[src/rtl/sti_pkg.sv]
// Package for the sorted table interpolator: sizes, codes and the cell
// handshake structs. No dependencies.
package sti_pkg;

    localparam int MaxPoints = 64;
    localparam int IdxW      = $clog2(MaxPoints);
    localparam int CntW      = $clog2(MaxPoints + 1);

    typedef enum logic [1:0] {
        OP_CLEAR  = 2'd0,
        OP_INSERT = 2'd1,
        OP_QUERY  = 2'd2,
        OP_NONE   = 2'd3
    } op_t;

    typedef enum logic [1:0] {
        MODE_LINEAR = 2'd0,
        MODE_LOWER  = 2'd1,
        MODE_UPPER  = 2'd2,
        MODE_RSVD   = 2'd3
    } mode_t;

    localparam logic [1:0] ST_OK   = 2'd0;
    localparam logic [1:0] ST_FEW  = 2'd1;
    localparam logic [1:0] ST_FULL = 2'd2;
    localparam logic [1:0] ST_DUP  = 2'd3;

    // One point as held in a cell
    typedef struct packed {
        logic signed [31:0] key;
        logic signed [31:0] val;
    } point_t;

    // Command broadcast to every cell for one cycle
    typedef struct packed {
        logic               ins;   // shift-insert at the located position
        logic signed [31:0] key;
        logic signed [31:0] val;
    } cell_cmd_t;

endpackage

[src/rtl/sti_cell.sv]
// One storage cell of the point chain: holds a point and takes the left
// neighbour's point when an insert opens a gap to its left. Uses sti_pkg.
module sti_cell (
    input  logic                    aclk,
    input  logic                    valid_i,      // cell lies below point_count
    input  logic                    left_below_i, // left cell valid and key < x
    input  sti_pkg::cell_cmd_t      cmd_i,
    input  sti_pkg::point_t         left_pt_i,
    output sti_pkg::point_t         pt_o,
    output logic                    below_o       // valid and key < x
);
    import sti_pkg::*;

    point_t pt_reg;

    assign pt_o    = pt_reg;
    assign below_o = valid_i && (pt_reg.key < cmd_i.key);

    // Shift right of the insert point, take the new point at it
    always_ff @(posedge aclk) begin
        if (cmd_i.ins) begin
            if (!left_below_i) begin
                if (below_o) begin
                    pt_reg <= pt_reg;
                end else begin
                    pt_reg <= left_pt_i;
                end
            end else if (!below_o) begin
                pt_reg <= '{key: cmd_i.key, val: cmd_i.val};
            end
        end
    end
endmodule

[config.mk]
export PLATFORM = sky130hd
export DESIGN_NAME = sti_cell
export DESIGN_NICKNAME = d
export VERILOG_FILES = /design/src/rtl/sti_pkg.sv /design/src/rtl/sti_cell.sv
export SDC_FILE = /design/constraint.sdc
export NUM_CORES = 1
export LEC_CHECK = 0
export BUFFER_PORTS_ARGS = -buffer_cell sky130_fd_sc_hd__buf_2
export CAP_MARGIN = 20
export CORE_ASPECT_RATIO = 1.75
export CORE_MARGIN = 8
export CORE_UTILIZATION = 45
export CTS_CLUSTER_SIZE = 25
export DETAILED_ROUTE_END_ITERATION = 6
export PLACE_DENSITY = 0.81
export REMOVE_ABC_BUFFERS = 1
export SYNTH_ARGS = -nofsm -noshare
export SYNTH_HDL_FRONTEND = slang
export SYNTH_SLANG_ARGS = --single-unit
[constraint.sdc]
create_clock -name aclk -period 7.4 [get_ports aclk]
set_clock_uncertainty 0.05 [all_clocks]
set_input_delay 1.48 -clock aclk [delete_from_list [all_inputs] [get_ports aclk]]
set_output_delay 1.48 -clock aclk [all_outputs]
set_load 0.01 [all_outputs]
-- After elaboration in Yosys (flattened, before gate mapping)
Index checks and enable logic that the tools add are counted.
W data, S select, Z words.
- bits in registers: 64
- input port bits: 132
- output and inout port bits: 65
- order comparisons: 1
- multiplexer cells: 3
- bitwise operators: 1
- reduce and logical (&&, ||, !) cells: 2
- operator list (kind ; count):
    $mux W64 ; 3
    $lt A32 B32 Y1 ; 1
    $reduce_and A2 Y1 ; 1
    $logic_and A1 B1 Y1 ; 1
    $not A1 Y1 ; 1

-- Logic depth before layout (Yosys ltp)
Gate-level depths: netlist (run 1).
- depth after elaboration: 4
- depth in mapped cells: 8
- depth with buffers taken out: 8

-- Least setup slack after synthesis (run 1)
No wires, ideal clock.
- path type: input port to flip-flop
- from: in cmd_i[39] (netlist bit)
- to: reg pt_reg, in the netlist pt_o[0] (enable)
- library setup time: 526 ps
- data arrival time: 5934 ps
- setup slack: 891 ps
- stages: 7
- path buffers: 0
- path through: inv_1 ha_1 nand4_1 o311a_1 o41ai_2 a31oi_1 a31oi_1
- cells in the longest elaborated chain, start to end: 4
- ends and longest elaborated chain (element ; RTL line ; text):
    start: declaration ; sti_cell.sv:7 ; input sti_pkg::cell_cmd_t cmd_i,
    $lt A32 B32 Y1 ; sti_cell.sv:17 ; assign below_o = valid_i && (pt_reg.key < cmd_i.key);
    $logic_and A1 B1 Y1 ; sti_cell.sv:17 ;
    $not A1 Y1 (no line) ; - ;
    $reduce_and A2 Y1 (no line) ; - ;
    end signal: assignment ; sti_cell.sv:24 ; pt_reg <= pt_reg;
    end signal: assignment ; sti_cell.sv:26 ; pt_reg <= left_pt_i;
    end signal: assignment ; sti_cell.sv:29 ; pt_reg <= '{key: cmd_i.key, val: cmd_i.val};
    end: declaration ; sti_cell.sv:14 ; point_t pt_reg;
Every way passes these cells.
A chain may end at the register's enable or synchronous reset.

-- Worst setup path after layout (run 1)
- from: in cmd_i[34] (netlist bit)
- to: out below_o
- cells in the longest elaborated chain, start to end: 2
- ends and longest elaborated chain (element ; RTL line ; text):
    $lt A32 B32 Y1 ; sti_cell.sv:17 ;
    $logic_and A1 B1 Y1 ; sti_cell.sv:17 ;
    end: declaration ; sti_cell.sv:10 ; output logic below_o
Every way passes these cells.

==> flow_metrics.env, run 1 <==
export IMPL_rr_endpoint="pt_o[63]"
export IMPL_syn2layout_area_growth_pct=38.79
export IMPL_synth_top_area_share_pct=54.51
export IMPL_yosys_area_share_xor_xnor_pct=0
export IMPL_cts_buffers=9
export IMPL_slowest_delay_ps=390
export IMPL_switching_share_pct=24.65
export IMPL_finish_instance_area_mm2=0.004893
export IMPL_drt_iter0_markers=70
export IMPL_ys_types=27
export IMPL_hpwl_um=8031
export IMPL_n_antenna_cell=0
export IMPL_yosysSeqAreaShare_pct=54.51
export IMPL_synth_simple_area_share_pct=4.329
export IMPL_cp_max_fo=2
export IMPL_synth_compound_area_share_pct=5.181
export IMPL_ioPinCount=197
export IMPL_cp_arrival_ps=3360
export IMPL_grt_pass1_vias=3203
export IMPL_cts_resized=0
export IMPL_ys_top_cells_by_count="64 x edfxtp_1, 64 x mux2_2, 31 x ha_1, 31 x inv_1, 12 x a21oi_1"
export IMPL_cts_sinks=64
export IMPL_drive_above_1_share_pct=61.22
export IMPL_multi_input_area_mm2=0.001469
export IMPL_period_minus_slack_ps=4892
export IMPL_startpoint_type="primary input"
export IMPL_ys_flop_type="edfxtp_1"
export IMPL_timing_slew_headroom_pct=37.87
export IMPL_initial_core_util_pct=46.59
export IMPL_holdPathEnd="pt_o[32]"
export IMPL_overflow=0
export IMPL_p_int_w=0.0008020
export IMPL_leakage_nw=2.320
export IMPL_ant_nets=0
export IMPL_drc=0
export IMPL_synth_edf_count=64
export IMPL_ff2ff_setup_slack_ps=3750
export IMPL_vias=2765
export IMPL_rows=42
export IMPL_path_clk_slew_ps=50
export IMPL_p_per_area_mw_per_mm2=217.5
export IMPL_cts_root_buf="clkbuf_16"
export IMPL_r2r_cells=7
export IMPL_whs_ps=1218
export IMPL_synth_cells=252
export IMPL_fmax_mhz=204.4
export IMPL_switchingPower_w=0.0002623
export IMPL_max_vdd_ir_drop_mv=0.1972
export IMPL_cts_tree="built"
export IMPL_h_tree_depth=3
export IMPL_drt_vias_per_instance=5.055
export IMPL_grt_pass1_wl_um=15390
export IMPL_finalWirelength_um=9813
export IMPL_die_w_um=82.91
export IMPL_cts_setup_buffers=0
export IMPL_antenna_found_initial=0
export IMPL_final_nets=617
export IMPL_outcome="finished, final reports clean"
export IMPL_synth_mux_area_fraction_pct=20.72
export IMPL_grt_use_total_pct=17.34
export IMPL_grt_max_degree=65
export IMPL_worst_pin_slew_ps=932.0
export IMPL_routabilityCongestion=0.7687
export IMPL_io_buffers=196
export IMPL_largest_reg_flops=64
export IMPL_hold_depth=2
export IMPL_finalPower_w=0.001064
export IMPL_postCtsHoldBufs=0
export IMPL_post_route_util_pct=64.67
export IMPL_synth_area_mm2=0.003526
export IMPL_rsz0062_at_grt="false"
export IMPL_pwr_share_seq_pct=43.1
export IMPL_drv_slew=0
export IMPL_synth_top_cell_by_area="edfxtp_1"
export IMPL_critPathKind="primary input to output port"
export IMPL_clockBufferDepth=2
export IMPL_synth_fa_ha_area_share_pct=11.00
export IMPL_drt_pre_antenna_iters=4
export IMPL_setup_tns_ps=0
export IMPL_synth_area_leaders="edfxtp_1 55%, mux2_2 20%, ha_1 11%, inv_1 3.3%, a21oi_1 1.7%"
export IMPL_hold_class="flip-flop to flip-flop"
export IMPL_ff_latch_area_mm2=0.001922
export IMPL_clk_latency_ps=320
export IMPL_clkPwrFrac_pct=37.3
export IMPL_r2r_start="pt_o[39]"
export IMPL_finalCritPeriodShare_pct=66.11
export IMPL_fillers=628
export IMPL_hold_viol=0
export IMPL_synthArstFlopShare_pct=0
export IMPL_hp_start="pt_o[63]"
export IMPL_synth_top_family_by_area="multiplexers"
export IMPL_setup_viol=0
export IMPL_cp_end_kind="output port"
export IMPL_required_ps=5870
export IMPL_die_area_mm2=0.01103
export IMPL_ys_warn_count=0
export IMPL_coreArea_mm2=0.007567
export IMPL_cap_viol_max_count=0
export IMPL_slowest_stage="a31oi_1"
export IMPL_ys_ff_latch=64
export IMPL_placed_area_mm2=0.004613
export IMPL_fp_dieH_um=133.1
export IMPL_route_detailed_wl_per_inst_um=17.94
export IMPL_crit_chain="buf_2, inv_1, ha_1, a211o_1, a31oi_1, o311a_1, o41ai_2, a31oi_1, mux2i_1, buf_2"
export IMPL_power_frac_comb_pct=19.5
export IMPL_syn_area_per_cell_um2=13.99
cells by family (layout without fill, tap and decap cells):
kind of cell | Yosys count | after routing
muxes | 65 | 65
DFF | 64 | 64
buffers and inverters | 38 | 245
adders and majority gates | 31 | 31
AOI/OAI and AO/OA | 27 | 27
and+or+nand+nor | 27 | 27
routing by layer:
layer	track usage [%]	share of wire [%]	vias to the layer above
met4	10.12	3.7	0
met3	6.166	6.9	24
met1	14.73	32	1287
li1	-	-	1349
met5	0	0	-
met2	33.09	57	105
layout by cell type, fill, tap and decap left out, types with 2 or more instances in the layout:
cell / Yosys / routed
clkinv_2: 0 / 2
nand2_1: 11 / 11
edfxtp_1: 64 / 64
mux2_2: 64 / 64
buf_4: 0 / 2
nand4_1: 3 / 3
clkbuf_16: 0 / 9
nand3_1: 3 / 3
nor2_1: 4 / 4
buf_2: 6 / 196
a31oi_1: 3 / 2
a21oi_1: 12 / 12
ha_1: 31 / 31
inv_1: 31 / 31
o21ai_0: 5 / 5
clkbuf_1: 1 / 2
clkinv_1: 0 / 2
final cells by class:
type / count / area share [%]
Inverter: 31 / 2.378
Sequential cell: 64 / 39.27
Clock buffer: 11 / 4.756
Tap cell: 88 / 2.250
Timing Repair Buffer: 198 / 20.35
Multi-Input combinational cell: 150 / 30.02
Clock inverter: 5 / 0.9716
worst max-delay path by stage:
| stage | from | end | slack (ps) | depth (start not counted) |
|---|---|---|---|---|
| 3_3_place_gp | cmd_i[34] | below_o | 2550 | 10 |
| 4_1_cts | cmd_i[34] | below_o | 2500 | 10 |
| 2_1_floorplan | cmd_i[39] | pt_o[0] | 890 | 7 |
| 5_1_grt | cmd_i[34] | below_o | 2390 | 10 |
| 3_5_place_dp | cmd_i[39] | pt_o[54] | 2520 | 9 |
| 6_report | cmd_i[34] | below_o | 2510 | 10 |
power groups by stage:
| stage | registers, W | logic, W | clock network, W |
|---|---|---|---|
| after floorplan | 0.000488 | 0.0000897 | 0 |
| after global placement | 0.000465 | 0.000204 | 0 |
| after detailed placement | 0.000466 | 0.000210 | 0 |
| after CTS | 0.000459 | 0.000212 | 0.000407 |
| after global routing | 0.000463 | 0.000229 | 0.000420 |
| final | 0.000459 | 0.000208 | 0.000397 |
worst max-delay path, delay by kind of cell:
| kind | cells | cell delay (ps) |
|---|---|---|
| adder cells (fa/ha/maj) | 1 | 290 |
| multiplexers | 1 | 220 |
| buffers and inverters | 3 | 280 |
| AO/OA/AOI/OAI | 5 | 1100 |
through the flow:
step / setup WS, ps / std cells
5_1_grt: 2391 / 547
2_1_floorplan: 890.6 / 245
4_1_cts: 2502 / 547
3_5_place_dp: 2516 / 531
3_3_place_gp: 2550 / 531
6_report: 2508 / 547
Note: power is estimated with default switching activity, not from simulation.
==> run 2, diff against run 1 <==
==> constraint.sdc (replaced) <==
create_clock -name aclk -period 4.6 [get_ports aclk]
set_clock_uncertainty 0.05 [all_clocks]
set_input_delay 0.92 -clock aclk [delete_from_list [all_inputs] [get_ports aclk]]
set_output_delay 0.92 -clock aclk [all_outputs]
set_load 0.01 [all_outputs]
==> run 2 against run 1 <==
  * Via count is 0.51% higher
  * Total power is 62% higher
  * Clock power is 62% higher
  * Critical path depth stayed put
  * First-iteration DRC count is 120% higher
  * Critical endpoint unchanged
  * Cell area is 0.15% higher
  * Combinational power is 63% higher
==> flow_metrics.env, run 2 (same netlist as run 1, synthesis figures left out) <==
export IMPL_pwr_share_seq_pct=42.9
export IMPL_ioPinCount=197
export IMPL_startpoint_type="primary input"
export IMPL_routabilityCongestion=0.7736
export IMPL_drv_slew=0
export IMPL_fin_ws_ps=828.7
export IMPL_drc=0
export IMPL_initial_core_util_pct=46.59
export IMPL_drive_above_1_share_pct=61.30
export IMPL_drt_vias_per_instance=5.071
export IMPL_route_detailed_wl_per_inst_um=18.13
export IMPL_cts_tree="built"
export IMPL_grt_max_degree=45
export IMPL_cts_root_buf="clkbuf_16"
export IMPL_io_buffers=196
export IMPL_power_frac_comb_pct=19.6
export IMPL_hpwl_um=8134
export IMPL_switchingPower_w=0.0004290
export IMPL_setup_viol=0
export IMPL_hold_depth=2
export IMPL_grt_pass1_wl_um=15480
export IMPL_ant_nets=0
export IMPL_dp_worst_setup_slack_ps=831.4
export IMPL_grt_pass1_vias=3198
export IMPL_hold_viol=0
export IMPL_cap_viol_max_count=0
export IMPL_dp_cells=532
export IMPL_fmax_mhz=265.2
export IMPL_vias=2779
export IMPL_cts_sinks=64
export IMPL_period_minus_slack_ps=3771
export IMPL_layout_commonest_cell="buf_2"
export IMPL_cp_end_kind="output port"
export IMPL_finalWirelength_um=9937
export IMPL_coreArea_mm2=0.007567
export IMPL_clockBufferDepth=2
export IMPL_max_vdd_ir_drop_mv=0.2500
export IMPL_rows=42
export IMPL_drt_iter0_markers=152
export IMPL_cts_setup_buffers=0
export IMPL_fp_dieH_um=133.1
export IMPL_worst_path_stages=10
export IMPL_largest_reg_flops=64
export IMPL_finalCritPeriodShare_pct=81.99
export IMPL_crit_family="compound AO/OA/AOI/OAI gates"
export IMPL_crit_buf_inv=3
export IMPL_clkPwrFrac_pct=37.4
export IMPL_finish_instance_area_mm2=0.004901
export IMPL_placed_area_mm2=0.004621
export IMPL_final_nets=618
export IMPL_p_int_w=0.001292
export IMPL_die_w_um=82.91
export IMPL_timing_slew_headroom_pct=32.97
export IMPL_h_tree_depth=3
export IMPL_switching_share_pct=24.93
export IMPL_mostFrequentLayoutCells="196 x buf_2, 64 x mux2_2, 64 x edfxtp_1, 31 x inv_1, 31 x ha_1"
export IMPL_hold_class="primary input to flip-flop"
export IMPL_cts_buffers=9
export IMPL_drt_pre_antenna_iters=4
export IMPL_layout_cells_non_filler=548
export IMPL_crit_chain="buf_2, inv_1, ha_1, a211o_1, a31oi_1, o311a_1, o41ai_2, a31oi_1, mux2i_1, buf_2"
export IMPL_n_antenna_cell=0
export IMPL_antenna_found_initial=0
export IMPL_overflow=0
export IMPL_die_area_mm2=0.01103
export IMPL_outcome="finished, final reports clean"
export IMPL_worst_pin_slew_ps=1005
export IMPL_r2r_cells=7
export IMPL_cts_resized=0
export IMPL_path_clk_slew_ps=50
export IMPL_grt_use_total_pct=17.49
export IMPL_postCtsHoldBufs=0
export IMPL_p_per_area_mw_per_mm2=351.1
export IMPL_required_ps=3630
export IMPL_critPathKind="primary input to output port"
export IMPL_clk_latency_ps=330
export IMPL_leakage_nw=2.325
export IMPL_cp_arrival_ps=2800
export IMPL_slowest_delay_ps=380
export IMPL_slowest_stage="a31oi_1"
export IMPL_cp_max_fo=2
export IMPL_fillers=608
export IMPL_syn2layout_area_growth_pct=39.00
export IMPL_rsz0062_at_grt="false"
==> run 2: per-stage QoR <==
stage / power [W] / setup TNS (ps) / hold slack, ps / utilization [%]
final: 0.001721 / 0 / 841.8 / 64.77
after global placement: 0.001076 / 0 / 1147 / 61.06
after global routing: 0.001792 / 0 / 837.2 / 64.77
after floorplan: 0.0009295 / -86360 / 1090 / -
after detailed placement: 0.001092 / 0 / 1177 / 61.06
after CTS: 0.001742 / 0 / 832.4 / 64.77
==> run 2: path summary, 6_finish.rpt <==
kind                            startpoint        to  slack [ps]
worst max-delay path             cmd_i[34]   below_o         830
worst max register to register    pt_o[39]  pt_o[55]        1710
worst min-delay path             cmd_i[10]  pt_o[10]         840
worst min register to register    pt_o[63]  pt_o[62]        1190
==> run 2: power groups by stage <==
stage	Sequential (W)	Clock (W)	Combinational, W
floorplan	0.000785	0	0.000144
CTS	0.000739	0.000659	0.000344
global placement	0.000747	0	0.000329
finish	0.000738	0.000644	0.000338
global route	0.000743	0.000677	0.000372
detailed placement	0.000750	0	0.000342
==> run 2: final cells by class <==
cell class,instances,area [um2],area share (%)
Clock inverter,5,47.55,0.9701
Multi-Input combinational cell,150,1469,29.97
Timing Repair Buffer,199,1003,20.47
Inverter,31,116.4,2.374
Clock buffer,11,232.7,4.749
Sequential cell,64,1922,39.21
Tap cell,88,110.1,2.247
==> run 2: routing by layer <==
metal	vias to the layer above	routed length (um)	global-route usage [%]
met1	1296	3255	14.94
li1	1347	-	-
met3	25	622	5.372
met5	-	0	0
met4	0	373	10.31
met2	111	5685	33.83
==> run 2: worst reg2reg max path: stages (launching register included) <==
cell and delay, ps:
edfxtp_1 390, ha_1 330, nand4_1 110, o311a_1 360
o41ai_2 340, a31oi_1 230, a31oi_4 240, buf_4 450
