File: src/rtl/sti_div.sv
// Serial restoring divider, one quotient bit a cycle, 64-bit dividend by
// 33-bit divisor. No package dependencies.
module sti_div (
    input  logic        aclk,
    input  logic        aresetn,
    input  logic        start_i,
    input  logic [63:0] num_i,
    input  logic [32:0] den_i,
    output logic        done_o,
    output logic [63:0] quo_o
);

    logic [63:0] quo_reg, quo_next;
    logic [33:0] rem_reg, rem_next;
    logic [32:0] den_reg;
    logic [6:0]  cnt_reg, cnt_next;
    logic        busy_reg, busy_next;
    logic        done_reg, done_next;
    logic [33:0] trial;

    assign done_o = done_reg;
    assign quo_o  = quo_reg;
    assign trial  = {rem_reg[32:0], quo_reg[63]};

    always_comb begin
        quo_next  = quo_reg;
        rem_next  = rem_reg;
        cnt_next  = cnt_reg;
        busy_next = busy_reg;
        done_next = 1'b0;
        if (start_i) begin
            quo_next  = num_i;
            rem_next  = '0;
            cnt_next  = 7'd64;
            busy_next = 1'b1;
        end else if (busy_reg) begin
            if (trial >= {1'b0, den_reg}) begin
                rem_next = trial - {1'b0, den_reg};
                quo_next = {quo_reg[62:0], 1'b1};
            end else begin
                rem_next = trial;
                quo_next = {quo_reg[62:0], 1'b0};
            end
            cnt_next = cnt_reg - 7'd1;
            if (cnt_reg == 7'd1) begin
                busy_next = 1'b0;
                done_next = 1'b1;
            end
        end
    end

    always_ff @(posedge aclk) begin
        if (!aresetn) begin
            busy_reg <= 1'b0;
            done_reg <= 1'b0;
            cnt_reg  <= '0;
        end else begin
            busy_reg <= busy_next;
            done_reg <= done_next;
            cnt_reg  <= cnt_next;
        end
        quo_reg <= quo_next;
        rem_reg <= rem_next;
        if (start_i) den_reg <= den_i;
    end
endmodule

File: config.mk
export PLATFORM = sky130hd
export DESIGN_NAME = sti_div
export DESIGN_NICKNAME = d
export VERILOG_FILES = /design/src/rtl/sti_div.sv
export SDC_FILE = /design/constraint.sdc
export NUM_CORES = 1
export LEC_CHECK = 0
export BUFFER_PORTS_ARGS = -buffer_cell sky130_fd_sc_hd__buf_4
export CAP_MARGIN = 40
export CORE_MARGIN = 3
export CORE_UTILIZATION = 50
export DETAILED_ROUTE_END_ITERATION = 6
export PLACE_DENSITY = 0.85
export SYNTH_ARGS = -nofsm -noshare
export SYNTH_HDL_FRONTEND = slang
export SYNTH_SLANG_ARGS = --single-unit
File: constraint.sdc
create_clock -name aclk -period 2.9 [get_ports aclk]
set_input_delay 0.58 -clock aclk [delete_from_list [all_inputs] [get_ports aclk]]
set_output_delay 0.58 -clock aclk [all_outputs]
set_load 0.01 [all_outputs]
## Word-level counts from Yosys, hierarchy flattened

Cells that the tools add are included.

- Reduce and logical (&&, ||, !) cells: 3
- Equal/unequal tests: 1
- Bitwise operators: 2
- Muxes and demuxes: 10
- $lt $le $gt $ge: 1
- Add/subtract/negate cells: 2

Operators with widths:

| kind | number |
|---|---|
| $mux W64 | 2 |
| $ge A34 B33 Y1 | 1 |
| $mux W33 | 1 |
| $sub A33 B33 Y33 | 1 |
| $mux W7 | 2 |
| $eq A7 B1 Y1 const B | 1 |
| $sub A7 B1 Y7 const B | 1 |
| $mux W1 | 5 |
| $reduce_or A3 Y1 | 1 |
| $not A1 Y1 | 2 |
| $reduce_bool A2 Y1 | 1 |
| $reduce_or A2 Y1 | 1 |

- Input bits: 100
- Output and inout bits: 65
- Word-level logic and storage cells: 26
- Flip-flop bits (word level): 139

## Longest topological paths before layout

Gate-level depths: netlist of run 1.

- Word-level depth: 4
- Mapped depth: 15
- Depth with buffers taken out: 13

## Worst setup path before layout of run 1

OpenSTA, ideal clock, no wires.

- Kind: flip-flop to flip-flop
- Start point: register quo_reg[63], in the netlist quo_o[63]
- End point: register rem_reg[28]
- Setup time: 0.125 ns
- Data required time: 2.775 ns
- Arrival: 2.789 ns
- Path slack: -0.014 ns
- Buffers on the path: 0
- Period minus slack after synthesis: 2.914 ns
- Cell stages (with the launch flop): 14
- Cell sequence: edfxtp_1 inv_1 ha_1 inv_1 fa_1 a21o_1 a221oi_2 o21bai_2 a211oi_1 o31a_1 o21ai_0 a21o_1 xnor2_1 o21ai_0

- Longest elaborated chain between the ends: 2
- Elaborated cells on any way between the ends: 3
- Classes of those cells: add/sub (1); order compare (1); mux (1)

Ends and longest elaborated chain:

| element | RTL line | source |
|---|---|---|
| start: declaration | 13 | `logic [63:0] quo_reg, quo_next;` |
| start signal: assignment | 62 | `quo_reg <= quo_next;` |
| $sub A33 B33 Y33 / $ge A34 B33 Y1 (equally long branches) | 38, 37 |  |
| $mux W33 * | 37 | `if (trial >= {1'b0, den_reg}) begin` |
| end signal: assignment | 63 | `rem_reg <= rem_next;` |
| end: declaration | 14 | `logic [33:0] rem_reg, rem_next;` |

Mark *: on every way between the ends. The rest lies on a longest branch, timed or not.
A chain may end at the register's enable or synchronous reset.

## Worst setup path after layout of run 1

- Start point: register quo_reg[63], in the netlist quo_o[63]
- End point: register rem_reg[9]

The elaborated chain is that of the path after synthesis.

==> run summary, run 1 <==
Hold Path Stages: 1
number of buffers inserted for hold repair after clock tree synthesis: 0
post-synthesis register bit count: 139
Synth Instances: 677
count of input and output buffers: 164
first-pass iteration count of the detailed router: 5
achievable clock frequency: 351 MHz
Max Clock Skew: 0.0116 ns
H-tree levels: 4
commonest cells after routing, fill and taps aside: 196 x sky130_fd_sc_hd__buf_4, 97 x sky130_fd_sc_hd__edfxtp_1, 63 x sky130_fd_sc_hd__mux2_2
via count of the first global-routing pass: 6,105
initial antenna violation count: 0
Util after Layout: 68.3%
DRC: 0
TritonCTS clock tree: done
most common cell after layout, fill and taps aside: sky130_fd_sc_hd__buf_4
slew of the pin with the lowest slew margin: 0.508 ns
number of placed I/O pins: 165
cell at the root of the clock tree: sky130_fd_sc_hd__clkbuf_16
maximum number of pins on one net before global-route repair: 39
drt wl/cell: 18.0 um
final period utilization: 98.3%
peak fanout along the critical path: 4
placed insts: 1,016
die outline height: 128 um
overall routed net length: 19.0 mm
Hold WS: 0.323 ns
Inserted Diodes: 0
Site Rows: 43
growth of design area from synthesis to finish: 30.2%
clock latency on the worst-skew pair: 0.43 ns
Worst Slack Setup Final: 0.0504 ns
setup repair after global routing missed its margin: true
cells on worst reg2reg path: 14
Crit. End Element: flop
Final ANT Viol Nets: 0
final standard cell count with taps included and fillers excluded: 1,056
final period demand of the worst path: 2.85 ns
core outline area: 14,200 um^2
clock sink count: 139
Setup crit start kind: flop
number of design-rule violations left by the first detailed-router iteration: 527
most frequently used flop master after synthesis: sky130_fd_sc_hd__edfxtp_1
count of cell types in the netlist: 61
final slew viol count: 0
Die Footprint: 16,400 um^2
cell area after synthesis: 7450 um^2
total of fill cells in the finished design: 1,057
total clock buffers created by CTS: 17
total power per unit cell area: 574 nW/um^2
Largest register FFs: 64
net count after synthesis: 813
Data arrival, critical path: 3.19 ns
Die X-Extent: 128 um
clock transition at the register clock pins on the worst setup and hold paths after CTS: 0.06 ns
Lkg Pwr: 4.12 nW
mean area per synthesized cell: 11.0 um^2
detailed-placement wirelength estimate: 13.9 mm
Rel. slew slack: 66.1%
global-route wire length before repair: 30.3 mm
remaining global-route overflow: 0
Clock Tree Buf Depth: 2
Total GRT Usage: 23.7%
result of the run: finished clean
fraction of synthesis flops using an asynchronous set or reset pin: 0%
number of synthesized flops with an enable pin: 97
area occupied by multi-input gates: 3430 um^2
nets: 999
global placer's final weighted congestion: 0.905
layout cells sized above 1: 37.0%
class of the most critical hold timing path: in2reg
worst setup slack before clock tree synthesis: -0.102 ns
post-DR vias/cell: 5.61
Critical Path RT: 3.24 ns
crit path kind: reg2reg
total count of hold-check failures in the final report: 0
overall via count from detail_route: 5,926
Worst R2R Setup Slack: 0.05 ns
Reg area: 3750 um^2
count of maximum capacitance violations: 0
Warnings, synthesis: 0
Finish-stage setup viols: 0
portion of the post-synthesis area used by sequential elements: 50.4%
Initial Util: 52.4%
Peak supply drop: 471 uV
-- layer usage --
layer,track usage [%],vias to the layer above,part of all wire [%]
met5,0,-,0
met4,6.12,0,1.8
met3,10.3,29,9.3
met2,40.4,234,51
met1,27.4,2801,38
li1,-,2862,-
-- cells in the mapped netlist, drive strengths merged, types with 3 or more instances --
library cell / count / area, um^2
a32oi: 9 / 78.8
nand2b: 4 / 25.0
a41o: 3 / 30.0
o21a: 5 / 37.5
o211ai: 3 / 22.5
xor2: 18 / 158
nor4: 4 / 25.0
inv: 49 / 184
o31ai: 4 / 30.0
edfxtp: 97 / 2910
nand4: 7 / 43.8
a21o: 10 / 75.1
o21ai: 25 / 125
dfxtp: 42 / 841
nor2b: 3 / 18.8
xnor2: 15 / 131
buf: 11 / 71.3
a21oi: 55 / 283
ha: 35 / 438
a211oi: 20 / 190
clkbuf: 23 / 87.6
nor3: 10 / 50.1
or3: 3 / 18.8
nand3: 14 / 70.1
mux2: 63 / 709
nand2: 37 / 139
nor2: 63 / 236
mux2i: 7 / 70.1
o21bai: 7 / 56.3
-- repair_timing --
item / CTS / global route
resized for setup: 4 / 19
gates cloned: 0 / 0
endpoints found under the setup margin: 12 / 29
setup buffers: 5 / 3
pin swaps: 7 / 15
-- report_power, final --
| part | leakage, nW | switching (W) | internal [W] |
|---|---|---|---|
| combinational | 2.55 | 0.000559 | 0.000546 |
| clock | 0.266 | 0.000839 | 0.00120 |
| sequential | 1.31 | 0.0000981 | 0.00232 |
-- kinds of logic after synthesis --
| group | share of synthesized area, % |
|---|---|
| buffers and inverters | 4.60 |
| xor gates and xnor gates | 3.88 |
| muxes | 10.5 |
| adders and majority gates | 6.15 |
| DFF | 50.4 |
| AOI/OAI and AO/OA | 15.2 |
| and+or+nand+nor | 9.31 |
-- worst max-delay path: stages (launching register included) --
cell and delay (ns):
sky130_fd_sc_hd__edfxtp_1 0.39, sky130_fd_sc_hd__inv_1 0.08, sky130_fd_sc_hd__ha_2 0.18, sky130_fd_sc_hd__inv_2 0.04, sky130_fd_sc_hd__fa_2 0.33, sky130_fd_sc_hd__a21o_1 0.20, sky130_fd_sc_hd__a221oi_2 0.27, sky130_fd_sc_hd__o21ba_1 0.17
sky130_fd_sc_hd__a21oi_2 0.06, sky130_fd_sc_hd__o21ai_1 0.14, sky130_fd_sc_hd__a31o_2 0.27, sky130_fd_sc_hd__clkinvlp_4 0.13, sky130_fd_sc_hd__buf_4 0.17, sky130_fd_sc_hd__mux2i_1 0.11, sky130_fd_sc_hd__a211oi_1 0.22
-- path summary, 6_finish.rpt --
check,to,startpoint
setup / recovery,rem_reg[9]$_SDFFE_PP0P_,quo_o[63]$_DFFE_PP_
hold / removal,den_reg[9]$_DFFE_PP_,den_i[9]
setup reg to reg,rem_reg[9]$_SDFFE_PP0P_,quo_o[63]$_DFFE_PP_
hold reg to reg,rem_reg[22]$_SDFFE_PP0P_,rem_reg[22]$_SDFFE_PP0P_
-- cell type report --
class	count	share of cell area, %
Tap cell	180	2.32
Multi-Input combinational cell	455	35.4
Sequential cell	139	38.7
Clock buffer	22	4.68
Inverter	49	1.93
Clock inverter	10	0.954
Timing Repair Buffer	201	16.0
-- per-stage QoR --
stage / area, um^2 / setup TNS, ns / total power, W
CTS: 9600 / 0 / 0.00558
global route: 9700 / -0.892 / 0.00580
detailed placement: 9010 / -0.590 / 0.00351
global placement: 9010 / 0 / 0.00349
finish: 9700 / 0 / 0.00557
floorplan: 7450 / 0 / 0.00305
Note: power is estimated with default switching activity, not from simulation.
==> run 2, diff against run 1 <==
--- a/config.mk
+++ b/config.mk
@@ -10,7 +10,7 @@
 export CORE_MARGIN = 3
 export CORE_UTILIZATION = 50
 export DETAILED_ROUTE_END_ITERATION = 6
-export PLACE_DENSITY = 0.85
+export PLACE_DENSITY_LB_ADDON = 0.1
 export SYNTH_ARGS = -nofsm -noshare
 export SYNTH_HDL_FRONTEND = slang
 export SYNTH_SLANG_ARGS = --single-unit
==> run summary, run 2 (same netlist as run 1, synthesis figures left out) <==
commonest cells after routing, fill and taps aside: 198 x sky130_fd_sc_hd__buf_4, 97 x sky130_fd_sc_hd__edfxtp_1, 63 x sky130_fd_sc_hd__nor2_1, 63 x sky130_fd_sc_hd__mux2_2, 46 x sky130_fd_sc_hd__inv_1
Internal: 0.00414 W (+1.8%)
number of buffers inserted for hold repair after clock tree synthesis: 0 (unchanged)
total of fill cells in the finished design: 1,069 (+1.1%)
class of the most critical hold timing path: in2reg
peak fanout along the critical path: 14 (+10)
Worst Slack Setup Final: 0.0390 ns (-0.0114 ns)
detailed-placement wirelength estimate: 14.0 mm (+0.16%)
number of design-rule violations left by the first detailed-router iteration: 476 (-9.7%)
H-tree levels: 4 (unchanged)
startpoint of the most critical hold path: den_i[7]
first-pass iteration count of the detailed router: 5 (unchanged)
post-DR vias/cell: 5.62 (about the same)
Worst R2R Start: quo_o[63]$_DFFE_PP_
Die X-Extent: 128 um (unchanged)
Lkg Pwr: 4.19 nW (+1.5%)
Finish-stage setup viols: 0 (unchanged)
Max Clock Skew: 0.00850 ns (-0.00314 ns)
worst path buffer plus inverter count: 4 (unchanged)
clock sink count: 139 (unchanged)
switching share of total power: 27.5% (+0.63 points)
nets: 1,005 (+0.60%)
remaining global-route overflow: 0 (unchanged)
Die Footprint: 16,400 um^2 (unchanged)
worst setup slack before clock tree synthesis: -0.124 ns (-0.0219 ns)
Rel. slew slack: 63.2% (-2.9 points)
Data arrival, critical path: 3.19 ns (about the same)
final period utilization: 98.7% (+0.39 points)
Final ANT Viol Nets: 0 (unchanged)
count of input and output buffers: 164 (unchanged)
standard cell with the maximum stage delay on the critical path: sky130_fd_sc_hd__edfxtp_1
Hold WS: 0.325 ns (+0.00152 ns)
TritonCTS clock tree: done
Setup crit start kind: flop
maximum number of pins on one net before global-route repair: 52 (+33%)
Peak supply drop: 423 uV (-10%)
growth of design area from synthesis to finish: 32.7%
Inserted Diodes: 0 (unchanged)
DRC: 0 (unchanged)
core outline area: 14,200 um^2 (unchanged)
overall routed net length: 19.5 mm (+2.5%)
overall via count from detail_route: 5,965 (+0.66%)
Crit. End Element: flop
Site Rows: 43 (unchanged)
total clock buffers created by CTS: 17 (unchanged)
crit path from: quo_o[63]$_DFFE_PP_
cell at the root of the clock tree: sky130_fd_sc_hd__clkbuf_16
Switch Pwr: 0.00157 W (+5.1%)
via count of the first global-routing pass: 6,196 (+1.5%)
achievable clock frequency: 350 MHz (-0.40%)
Clock Tree Buf Depth: 2 (unchanged)
count of maximum capacitance violations: 0 (unchanged)
Initial Util: 52.4% (unchanged)
initial antenna violation count: 0 (unchanged)
Largest register FFs: 64 (unchanged)
clock transition at the register clock pins on the worst setup and hold paths after CTS: 0.06 ns (about the same)
global placer's final weighted congestion: 0.971 (+7.4%)
global-route wire length before repair: 30.8 mm (+1.7%)
clock latency on the worst-skew pair: 0.43 ns (about the same)
Comb pwr share: 19.8% (about the same)
layout cells sized above 1: 38.7% (+1.7 points)
crit path kind: reg2reg
final slew viol count: 0 (unchanged)
total count of hold-check failures in the final report: 0 (unchanged)
clock share of power: 38.0% (+1.3 points)
Top delay family on crit path: compound AO/OA/AOI/OAI gates
die outline height: 128 um (unchanged)
Critical Path RT: 3.23 ns (about the same)
slew of the pin with the lowest slew margin: 0.550 ns (+0.0419 ns)
result of the run: finished clean
delay of the slowest cell on the worst path: 0.39 ns (about the same)
drt wl/cell: 18.4 um (+1.9%)
sequential cell fraction of total power: 42.3% (-1.2 points)
number of placed I/O pins: 165 (unchanged)
cells along the critical path: inv_1 > ha_2 > inv_2 > fa_2 > a21o_1 > a221oi_4 > o21ba_1 > a21oi_2 > o21ai_1 > a31o_2 > buf_4 > buf_12 > mux2i_1 > a211oi_1
final period demand of the worst path: 2.86 ns (+0.0114 ns)
Total GRT Usage: 23.8% (+0.12 points)
most common cell after layout, fill and taps aside: sky130_fd_sc_hd__buf_4
setup repair after global routing missed its margin: true
total power per unit cell area: 578 nW/um^2 (+0.76%)
## run 2: changes by cell type in the layout (fill, tap and decap cells not counted), sizes merged
cell / change
inv: +3
clkbuf: -1
bufinv: -1
clkinv: -1
buf: +6
## run 2: final cells by class
type | count | area (um^2) | share of cell area (%)
sequential | 139 | 3750 | 38.0
clock inverter | 11 | 91.3 | 0.924
tap | 180 | 225 | 2.28
multi-input combinational | 455 | 3500 | 35.4
timing repair buffer | 207 | 1620 | 16.4
clock buffer | 21 | 504 | 5.10
inverter | 49 | 188 | 1.90
## run 2: power by group through the flow
| stage | clock, W | sequential (W) | combinational [W] |
|---|---|---|---|
| 2_1_floorplan | 0 | 0.00248 | 0.000575 |
| 3_3_place_gp | 0 | 0.00245 | 0.00105 |
| 3_5_place_dp | 0 | 0.00245 | 0.00107 |
| 4_1_cts | 0.00220 | 0.00242 | 0.00109 |
| 5_1_grt | 0.00229 | 0.00244 | 0.00123 |
| 6_report | 0.00217 | 0.00242 | 0.00113 |
## run 2: timing repair
action | 4_1_cts | 5_1_grt
endpoints found under the setup margin | 30 | 34
resized for setup | 8 | 39
pin swaps | 11 | 20
setup buffers | 9 | 3
## run 2: per-layer routing
layer	wire (um)	up-vias	GRT usage, %	part of all wire, %
li1	-	2879	-	-
met1	8050	2839	28.6	41
met2	9490	214	39.0	49
met3	1580	33	9.58	8.1
met4	367	0	7.68	1.9
met5	0	-	0	0
## run 2: per-stage QoR
stage	cells	TNS [ns]	total power, W	instance area (um^2)	util [%]
final	1062	0	0.00572	9880	69.6
after global routing	1062	-2.21	0.00595	9880	69.6
after CTS	1059	-0.0605	0.00571	9700	68.3
after detailed placement	1018	-0.924	0.00352	9010	63.4
after global placement	1018	0	0.00349	9010	63.4
after floorplan	677	0	0.00305	7450	-
## run 2: worst paths after layout
kind,endpoint,cells after the start,slack (ns)
worst min-delay path,den_reg[7]$_DFFE_PP_,1,0.32
worst max-delay path,rem_reg[16]$_SDFFE_PP0P_,14,0.04
worst min register to register,rem_reg[22]$_SDFFE_PP0P_,2,0.47
worst max register to register,rem_reg[16]$_SDFFE_PP0P_,14,0.04
==> run 3, diff against run 2 <==
==> constraint.sdc (replaced) <==
create_clock -name aclk -period 2.9 [get_ports aclk]
set_input_delay 0.58 -clock aclk [delete_from_list [all_inputs] [get_ports aclk]]
set_output_delay 0.58 -clock aclk [all_outputs]
set_load 0.02 [all_outputs]
==> run summary, run 3 (same netlist as run 1, synthesis figures left out) <==
Rel. slew slack: 59.8% (-3.4 points)
Total GRT Usage: 23.2% (-0.56 points)
Worst R2R Start: quo_o[63]$_DFFE_PP_
layout cells sized above 1: 37.0% (-1.7 points)
first-pass iteration count of the detailed router: 5 (unchanged)
slew of the pin with the lowest slew margin: 0.602 ns (+0.0523 ns)
total count of hold-check failures in the final report: 0 (unchanged)
total clock buffers created by CTS: 17 (unchanged)
Inserted Diodes: 0 (unchanged)
remaining global-route overflow: 0 (unchanged)
cells on worst reg2reg path: 14 (unchanged)
crit path kind: reg2reg
Die X-Extent: 128 um (unchanged)
Final ANT Viol Nets: 0 (unchanged)
initial antenna violation count: 0 (unchanged)
class of the most critical hold timing path: in2reg
global-route wire length before repair: 30.2 mm (-2.0%)
Clock Tree Buf Depth: 2 (unchanged)
Hold Path Stages: 1 (unchanged)
detailed-placement wirelength estimate: 13.4 mm (-4.0%)
capture point of the worst reg-to-reg path: rem_reg[22]$_SDFFE_PP0P_
commonest cells after routing, fill and taps aside: 192 x sky130_fd_sc_hd__buf_4, 97 x sky130_fd_sc_hd__edfxtp_1, 63 x sky130_fd_sc_hd__mux2_2
placed insts: 1,013 (-0.49%)
setup repair after global routing missed its margin: true
Finish-stage setup viols: 0 (unchanged)
dpl cell area: 8970 um^2 (-0.43%)
clock transition at the register clock pins on the worst setup and hold paths after CTS: 0.06 ns (about the same)
growth of design area from synthesis to finish: 29.9%
Worst R2R Setup Slack: 0.04 ns (about the same)
TritonCTS clock tree: done
die outline height: 128 um (unchanged)
core outline area: 14,200 um^2 (unchanged)
final period demand of the worst path: 2.86 ns (-0.00294 ns)
Setup crit start kind: flop
most common cell after layout, fill and taps aside: sky130_fd_sc_hd__buf_4
result of the run: finished clean
DRC: 0 (unchanged)
Max Clock Skew: 0.0140 ns (+0.00546 ns)
nets: 994 (-1.1%)
final standard cell count with taps included and fillers excluded: 1,051 (-1.0%)
clock latency on the worst-skew pair: 0.42 ns (about the same)
H-tree levels: 4 (unchanged)
total power per unit cell area: 582 nW/um^2 (+0.56%)
endpoint of the worst hold-timing path: den_reg[7]$_DFFE_PP_
post-DR vias/cell: 5.56 (-1.0%)
Lkg Pwr: 4.11 nW (-1.9%)
Largest register FFs: 64 (unchanged)
Initial Util: 52.4% (unchanged)
final period utilization: 98.6% (-0.10 points)
Die Footprint: 16,400 um^2 (unchanged)
number of buffers inserted for hold repair after clock tree synthesis: 0 (unchanged)
Critical Path RT: 3.23 ns (about the same)
count of maximum capacitance violations: 0 (unchanged)
cell at the root of the clock tree: sky130_fd_sc_hd__clkbuf_16
maximum number of pins on one net before global-route repair: 111 (+110%)
drt wl/cell: 17.7 um (-3.7%)
Site Rows: 43 (unchanged)
clock sink count: 139 (unchanged)
total of fill cells in the finished design: 1,107 (+3.6%)
overall via count from detail_route: 5,844 (-2.0%)
crit path from: quo_o[63]$_DFFE_PP_
Crit. End Element: flop
Peak supply drop: 467 uV (+10%)
global placer's final weighted congestion: 0.861 (-11%)
overall routed net length: 18.6 mm (-4.7%)
number of design-rule violations left by the first detailed-router iteration: 403 (-15%)
achievable clock frequency: 350 MHz (+0.10%)
via count of the first global-routing pass: 6,100 (-1.5%)
Data arrival, critical path: 3.19 ns (about the same)
area of all placed cells without fillers: 9670 um^2 (-2.1%)
startpoint of the most critical hold path: den_i[7]
number of placed I/O pins: 165 (unchanged)
Total Power: 0.00563 W (-1.6%)
count of input and output buffers: 164 (unchanged)
peak fanout along the critical path: 4 (-10)
final slew viol count: 0 (unchanged)
-- run 3: cell types whose count changed in the layout (fill, tap and decap cells not counted), sizes merged --
cell,change
buf,-11
clkbuf,-2
inv,+2
-- run 3: how the worst max path moves through the flow --
stage	end	slack, ns	cells after the start
global placement	rem_reg[19]$_SDFFE_PP0P_	-0.02	13
global route	rem_reg[22]$_SDFFE_PP0P_	-0.18	14
floorplan	rem_reg[0]$_SDFFE_PP0P_	0.03	15
detailed placement	rem_reg[19]$_SDFFE_PP0P_	-0.15	13
finish	rem_reg[22]$_SDFFE_PP0P_	0.04	14
CTS	rem_reg[19]$_SDFFE_PP0P_	-0.003	14
-- run 3: stage by stage --
step | utilization (%) | hold WS [ns] | worst slack [ns] | TNS [ns]
2_1_floorplan | - | 0.453 | 0.0273 | 0
3_3_place_gp | 63.2 | 0.468 | -0.0160 | -0.0539
3_5_place_dp | 63.2 | 0.492 | -0.147 | -0.667
4_1_cts | 67.4 | 0.312 | -0.00347 | -0.00347
5_1_grt | 68.1 | 0.304 | -0.181 | -1.24
6_report | 68.1 | 0.330 | 0.0420 | 0
-- run 3: final cells by class --
cell class / instances / area (um^2) / area share [%]
Tap cell: 180 / 225 / 2.33
Sequential cell: 139 / 3750 / 38.8
Inverter: 49 / 188 / 1.94
Clock inverter: 13 / 103 / 1.06
Multi-Input combinational cell: 455 / 3440 / 35.5
Clock buffer: 19 / 454 / 4.70
Timing Repair Buffer: 196 / 1510 / 15.6
-- run 3: worst max-delay path, stage by stage (launching register included) --
cell and delay (ns):
sky130_fd_sc_hd__edfxtp_1 0.39, sky130_fd_sc_hd__inv_1 0.07, sky130_fd_sc_hd__ha_2 0.17, sky130_fd_sc_hd__inv_2 0.04
sky130_fd_sc_hd__fa_2 0.36, sky130_fd_sc_hd__a21o_1 0.21, sky130_fd_sc_hd__a221oi_4 0.29, sky130_fd_sc_hd__o21bai_2 0.17
sky130_fd_sc_hd__a211oi_2 0.31, sky130_fd_sc_hd__buf_4 0.17, sky130_fd_sc_hd__o31ai_1 0.06, sky130_fd_sc_hd__a21oi_1 0.17
sky130_fd_sc_hd__xnor2_1 0.13, sky130_fd_sc_hd__mux2i_1 0.08, sky130_fd_sc_hd__o21ai_0 0.14
-- run 3: power breakdown --
part           total, W  internal, W  switching, W
Combinational   0.00116     0.000538      0.000622
Sequential      0.00242      0.00232     0.0000954
Clock           0.00205      0.00116      0.000886
Total           0.00563      0.00402       0.00160
-- run 3: per-layer routing --
| metal | GRT usage (%) | part of all wire (%) | routed length (um) | vias up |
|---|---|---|---|---|
| met3 | 9.08 | 7.1 | 1310 | 33 |
| met2 | 38.2 | 49 | 9050 | 180 |
| met1 | 28.2 | 42 | 7790 | 2779 |
| li1 | - | - | - | 2852 |
| met4 | 7.37 | 2.3 | 423 | 0 |
| met5 | 0 | 0 | 0 | - |
-- run 3: repair_timing --
item	4_1_cts	5_1_grt
pin swaps	11	3
gates resized for setup	5	19
cloned	0	0
setup endpoints to repair	20	33
setup buffers	4	2
